==> config.mk <==
export PLATFORM = sky130hd
export DESIGN_NAME = bdq_ctrl
export DESIGN_NICKNAME = d
export VERILOG_FILES = /design/src/hdl/bounded_deque_with_indexed_read_defines.svh /design/src/hdl/bdq_pkg.sv /design/src/hdl/bdq_ctrl.sv
export SDC_FILE = /design/constraint.sdc
export NUM_CORES = 1
export LEC_CHECK = 0
export BUFFER_PORTS_ARGS = -buffer_cell sky130_fd_sc_hd__buf_2
export CORE_UTILIZATION = 55
export DETAILED_ROUTE_END_ITERATION = 6
export PLACE_DENSITY_LB_ADDON = 0.3
export RECOVER_POWER = 50
export SYNTH_ARGS = -nofsm -noshare
export SYNTH_HDL_FRONTEND = slang
export SYNTH_SLANG_ARGS = --single-unit
==> constraint.sdc <==
create_clock -name clk -period 6.9 [get_ports clk]
set_input_delay 0.345 -clock clk [delete_from_list [all_inputs] [get_ports clk]]
set_output_delay 0.345 -clock clk [all_outputs]
set_load 0.01 [all_outputs]
==> src/hdl/bounded_deque_with_indexed_read_defines.svh <==
// Assertion macros used by the deque's top-level RTL file.
`ifndef BOUNDED_DEQUE_WITH_INDEXED_READ_DEFINES_SVH
`define BOUNDED_DEQUE_WITH_INDEXED_READ_DEFINES_SVH

// Same-cycle implication, checked on clk and disabled during rst.
`define BDQ_ASSERT_NOW(label, ante, cons) \
  label: assert property (@(posedge clk) disable iff (rst) (ante) |-> (cons)) \
    else $error("deque same-cycle check failed");

// Next-cycle implication, checked on clk and disabled during rst.
`define BDQ_ASSERT_NEXT(label, ante, cons) \
  label: assert property (@(posedge clk) disable iff (rst) (ante) |=> (cons)) \
    else $error("deque next-cycle check failed");

`endif

==> src/hdl/bdq_pkg.sv <==
// Shared types and constants of the bounded deque.
package bdq_pkg;

  // Default storage geometry.
  localparam int unsigned CAPACITY_DEF      = 256;
  localparam int unsigned PAYLOAD_WIDTH_DEF = 32;

  // Fixed field widths of the command and response channels.
  localparam int unsigned CMD_W      = 3;
  localparam int unsigned WORD_W     = 32;
  localparam int unsigned POS_W      = 8;
  localparam int unsigned ECOUNT_W   = 9;
  localparam int unsigned STATUS_W   = 2;

  // Command codes.
  typedef enum logic [CMD_W-1:0] {
    CMD_INS_HEAD = 3'd0,
    CMD_INS_TAIL = 3'd1,
    CMD_REM_HEAD = 3'd2,
    CMD_REM_TAIL = 3'd3,
    CMD_RD_HEAD  = 3'd4,
    CMD_RD_TAIL  = 3'd5,
    CMD_RD_POS   = 3'd6
  } cmd_t;

  // Status codes.
  localparam logic [STATUS_W-1:0] ST_OK    = 2'd0;
  localparam logic [STATUS_W-1:0] ST_FULL  = 2'd1;
  localparam logic [STATUS_W-1:0] ST_EMPTY = 2'd2;
  localparam logic [STATUS_W-1:0] ST_RANGE = 2'd3;

  // Per-command result information carried alongside the memory access.
  typedef struct packed {
    logic                rd_hit;
    logic [STATUS_W-1:0] status;
    logic [ECOUNT_W-1:0] count;
  } bdq_info_t;

endpackage

==> src/hdl/bdq_ctrl.sv <==
// Ring pointer and count control of the deque: decodes commands into memory accesses.
module bdq_ctrl #(
  parameter int unsigned CAPACITY      = bdq_pkg::CAPACITY_DEF,
  parameter int unsigned PAYLOAD_WIDTH = bdq_pkg::PAYLOAD_WIDTH_DEF
) (
  input  logic                         clk,
  input  logic                         rst,
  input  logic                         fire,
  input  logic [bdq_pkg::CMD_W-1:0]    command,
  input  logic [bdq_pkg::WORD_W-1:0]   payload,
  input  logic [bdq_pkg::POS_W-1:0]    position,
  output logic                         mem_we,
  output logic                         mem_re,
  output logic [$clog2(CAPACITY)-1:0]  mem_addr,
  output logic [PAYLOAD_WIDTH-1:0]     mem_wdata,
  output bdq_pkg::bdq_info_t           info
);

  localparam int unsigned AW = $clog2(CAPACITY);
  localparam int unsigned CW = $clog2(CAPACITY + 1);
  localparam int unsigned XW = (CW > bdq_pkg::POS_W) ? CW : bdq_pkg::POS_W;

  logic [AW-1:0] head;
  logic [AW-1:0] head_next;
  logic [CW-1:0] count;
  logic [CW-1:0] count_next;

  logic          full;
  logic          empty;
  logic          out_of_range;
  logic [AW-1:0] head_dec;
  logic [AW-1:0] head_inc;
  logic [CW-1:0] offset;
  logic [AW:0]   ring_sum;
  logic [AW-1:0] ring_idx;
  logic          we_int;
  logic          re_int;
  logic [bdq_pkg::STATUS_W-1:0] status;

  // Occupancy and range checks.
  assign full         = (count >= CW'(CAPACITY));
  assign empty        = (count == '0);
  assign out_of_range = (XW'(position) >= XW'(count));

  // Neighbor head positions on the ring.
  assign head_dec = (head == '0) ? AW'(CAPACITY - 1) : head - 1'b1;
  assign head_inc = (head == AW'(CAPACITY - 1)) ? '0 : head + 1'b1;

  // Offset from the head for the tail and positional accesses.
  always_comb begin
    unique case (bdq_pkg::cmd_t'(command))
      bdq_pkg::CMD_INS_TAIL: offset = count;
      bdq_pkg::CMD_RD_TAIL:  offset = count - 1'b1;
      bdq_pkg::CMD_RD_POS:   offset = CW'(position);
      default:               offset = '0;
    endcase
  end

  // Ring index: the sum stays below twice the capacity, so one subtract wraps it.
  assign ring_sum = {1'b0, head} + (AW + 1)'(offset);
  assign ring_idx = (ring_sum >= (AW + 1)'(CAPACITY)) ?
                    AW'(ring_sum - (AW + 1)'(CAPACITY)) : AW'(ring_sum);

  // Command decode.
  always_comb begin
    head_next  = head;
    count_next = count;
    we_int     = 1'b0;
    re_int     = 1'b0;
    mem_addr   = ring_idx;
    status     = bdq_pkg::ST_OK;
    unique case (bdq_pkg::cmd_t'(command)) inside
      bdq_pkg::CMD_INS_HEAD: begin
        if (full) begin
          status = bdq_pkg::ST_FULL;
        end else begin
          head_next  = head_dec;
          count_next = count + 1'b1;
          mem_addr   = head_dec;
          we_int     = 1'b1;
        end
      end
      bdq_pkg::CMD_INS_TAIL: begin
        if (full) begin
          status = bdq_pkg::ST_FULL;
        end else begin
          count_next = count + 1'b1;
          we_int     = 1'b1;
        end
      end
      bdq_pkg::CMD_REM_HEAD: begin
        if (empty) begin
          status = bdq_pkg::ST_EMPTY;
        end else begin
          head_next  = head_inc;
          count_next = count - 1'b1;
        end
      end
      bdq_pkg::CMD_REM_TAIL: begin
        if (empty) begin
          status = bdq_pkg::ST_EMPTY;
        end else begin
          count_next = count - 1'b1;
        end
      end
      bdq_pkg::CMD_RD_HEAD, bdq_pkg::CMD_RD_TAIL: begin
        if (empty) begin
          status = bdq_pkg::ST_EMPTY;
        end else begin
          re_int = 1'b1;
        end
      end
      bdq_pkg::CMD_RD_POS: begin
        if (empty) begin
          status = bdq_pkg::ST_EMPTY;
        end else if (out_of_range) begin
          status = bdq_pkg::ST_RANGE;
        end else begin
          re_int = 1'b1;
        end
      end
      default: begin
        status = bdq_pkg::ST_OK;
      end
    endcase
  end

  assign mem_we    = fire & we_int;
  assign mem_re    = fire & re_int;
  assign mem_wdata = PAYLOAD_WIDTH'(payload);

  assign info.rd_hit = re_int;
  assign info.status = status;
  assign info.count  = bdq_pkg::ECOUNT_W'(count_next);

  // Head pointer and count are updated on each transfer.
  always_ff @(posedge clk) begin
    if (rst) begin
      head  <= '0;
      count <= '0;
    end else if (fire) begin
      head  <= head_next;
      count <= count_next;
    end
  end

endmodule

==> results.cfg <==
[run_status]
status = finished, final reports clean

[synthesis]
ys_seq_area_frac = 0.126
yosysTopAreaCellShare = 0.126
synth_area_leaders = dfxtp_1 (13%), buf_4 (9.7%), ha_1 (9.3%)
yosysTopAreaCell = dfxtp_1
yosys.area_share.simple = 0.287
synthMuxAreaShare = 0.0111
synth_edf_count = 0
yosys.cell_count.top_type = nand2_1
synthDistinctLibCells = 57
syn_area_um2 = 2700
synth_compound_area_frac = 0.239
synthCells = 392
synth_top_family_by_area = simple AND/OR/NAND/NOR gates
async_flop_share = 0
synthAdderAreaFrac = 0.100
synth_fp_nets = 459
synthXorXnorAreaFrac = 0.0714
yosysWarnings = 0
synthFlopType = dfxtp_1
yosys-top-cells-count = nand2_1 (47), buf_4 (35), a21oi_1 (32), nor2_1 (26), o21ai_0 (26)
ys_ff_latch = 17
syn_area_per_cell_um2 = 6.88

[finish]
n_antenna_cell = 0
synthToLayoutAreaGrowth_pct = -2.69
nets = 443
fillCellCount = 473
final_cells = 442
final_design_area_no_fill_um2 = 2630
drive_gt1_frac = 0.133

[critical_path]
worst-endpoint-required_ps = 6550
r2r_setup_slack_ps = 4270
startpoint_type = flip-flop
crit_path_max_fanout = 10
cp-end-kind = output pin
crit_arrival_ps = 3250
crit_type = reg -> out

[clock_network]
clkTransAtPathRegs_ps = 70
postCtsSetupRepairBufs = 0
cts_sinks = 17
hold_buffers = 0
cts-root-buf = clkbuf_8
ctsResizeCount = 0
cts.htree.levels = 1
cts_buffers = 3
cts.path.max_buffers = 2
cts_tree = yes
clock_latency_ps = 250

[sta]
skew_ps = 3.38
final.setup.tns_ps = 0
rsz0062_at_grt = false
slew-limit-headroom = 0.339
max_freq_mhz = 278
min_period_ps = 3600
hold_viol_final = 0
period_share = 0.522
report.final.slew_viol_count = 0
tightest_slew_ps = 982
setup_viol = 0

[min_path]
holdCritPathClass = in -> reg

[floorplanning]
start_util = 0.571
core_area_um2 = 4720
rows = 25
die_w_um = 72.1
dieArea_um2 = 5190
die_y_um = 72.1
pin_count = 100

[pwr]
power_uw = 419
p_int_uw = 235
p_leak_uw = 0.00110
powerDensity_nw_per_um2 = 160
comb_power_share = 0.529
power_switching_uw = 184
ir_drop_v = 0.000102
switching_share = 0.439
power_frac_clock = 0.185
pwr-share-seq = 0.286

[detailed_routing]
drt_iter0_drc = 199
drc = 0
dr_total_vias = 2719
drtPass1Iterations = 5
totalWireLength_um = 7030
route.antenna.remaining_nets = 0
post_drt_wl_per_cell_um = 15.9
avgViaCountPerCell = 6.15

[place]
place_inst = 438
hpwl_um = 5360
io_buffers = 35
place_congestion = 0.914
postPlaceCellArea_um2 = 2600

[job]
cap_violations = 0

[grt]
antenna_found_initial = 0
track_usage = 0.277
grt.overflow.total = 0
grt_max_degree = 28
grt_pass1_wl_um = 11600
grt_pass1_vias = 2529
area by class of cell:
| class | instances | area (µm²) | area share |
|---|---|---|---|
| clock buffer | 4 | 45.0 | 0.0172 |
| inverter | 21 | 78.8 | 0.0300 |
| multi-input combinational | 297 | 1900 | 0.722 |
| sequential | 17 | 340 | 0.130 |
| tap | 67 | 83.8 | 0.0319 |
| timing repair buffer | 36 | 183 | 0.0696 |
worst paths after layout:
check                 from          end  cells after the start
hold / removal        fire     count[8]                      3
setup / recovery  count[0]  mem_addr[7]                     13
setup reg to reg  count[2]      head[0]                      6
hold reg to reg    head[1]      head[1]                      2
power by group through the flow:
stage | registers, µW | clock network, µW | logic [µW]
3_3_place_gp | 122 | 0 | 218
2_1_floorplan | 111 | 0 | 197
5_1_grt | 121 | 84.6 | 246
4_1_cts | 120 | 78.6 | 221
3_5_place_dp | 122 | 0 | 220
6_report | 120 | 77.6 | 222
metrics by stage:
stage / hold slack (ps) / util / worst slack [ps]
2_1_floorplan: 498 / - / 3980
3_3_place_gp: 549 / 0.550 / 3640
3_5_place_dp: 565 / 0.550 / 3570
4_1_cts: 453 / 0.559 / 3320
5_1_grt: 456 / 0.556 / 2980
6_report: 459 / 0.556 / 3300
state kept, by name, indices dropped and copies added, names as in the netlist:
signal and count:
count 9, head 8
critical path, cell delays in order (launching register included):
cell and delay [ps]:
dfxtp_1 560, inv_1 130, ha_1 380, o21ai_0 110
a22oi_1 310, inv_1 80, ha_1 280, a21oi_1 200
o2111ai_1 200, a21o_1 210, a21oi_1 170, xnor2_1 130
mux2i_1 80, buf_2 150
per-layer routing:
layer,up-vias,wire length [µm],global-route usage
met1,1269,2960,0.340
met5,-,0,0
met4,0,63,0.0479
li1,1321,-,-
met2,119,3550,0.513
met3,10,461,0.0444
placed cells by master (no fill, tap or decap), types with 9 or more instances in the layout:
cell	count
buf_2	35
ha_1	20
xnor2_1	18
nor2b_1	9
dfxtp_1	17
nand2_1	47
inv_1	20
a21oi_1	32
nor2_1	26
nor3_1	16
nand3_1	10
o21ai_0	26
logic make-up after synthesis:
group           Yosys count
mux                       3
buf+inv                  78
xor+xnor                 22
fa+ha+maj                21
flops                    17
compound gates          103
simple gates            148
Power figures use the tool's default switching activity.
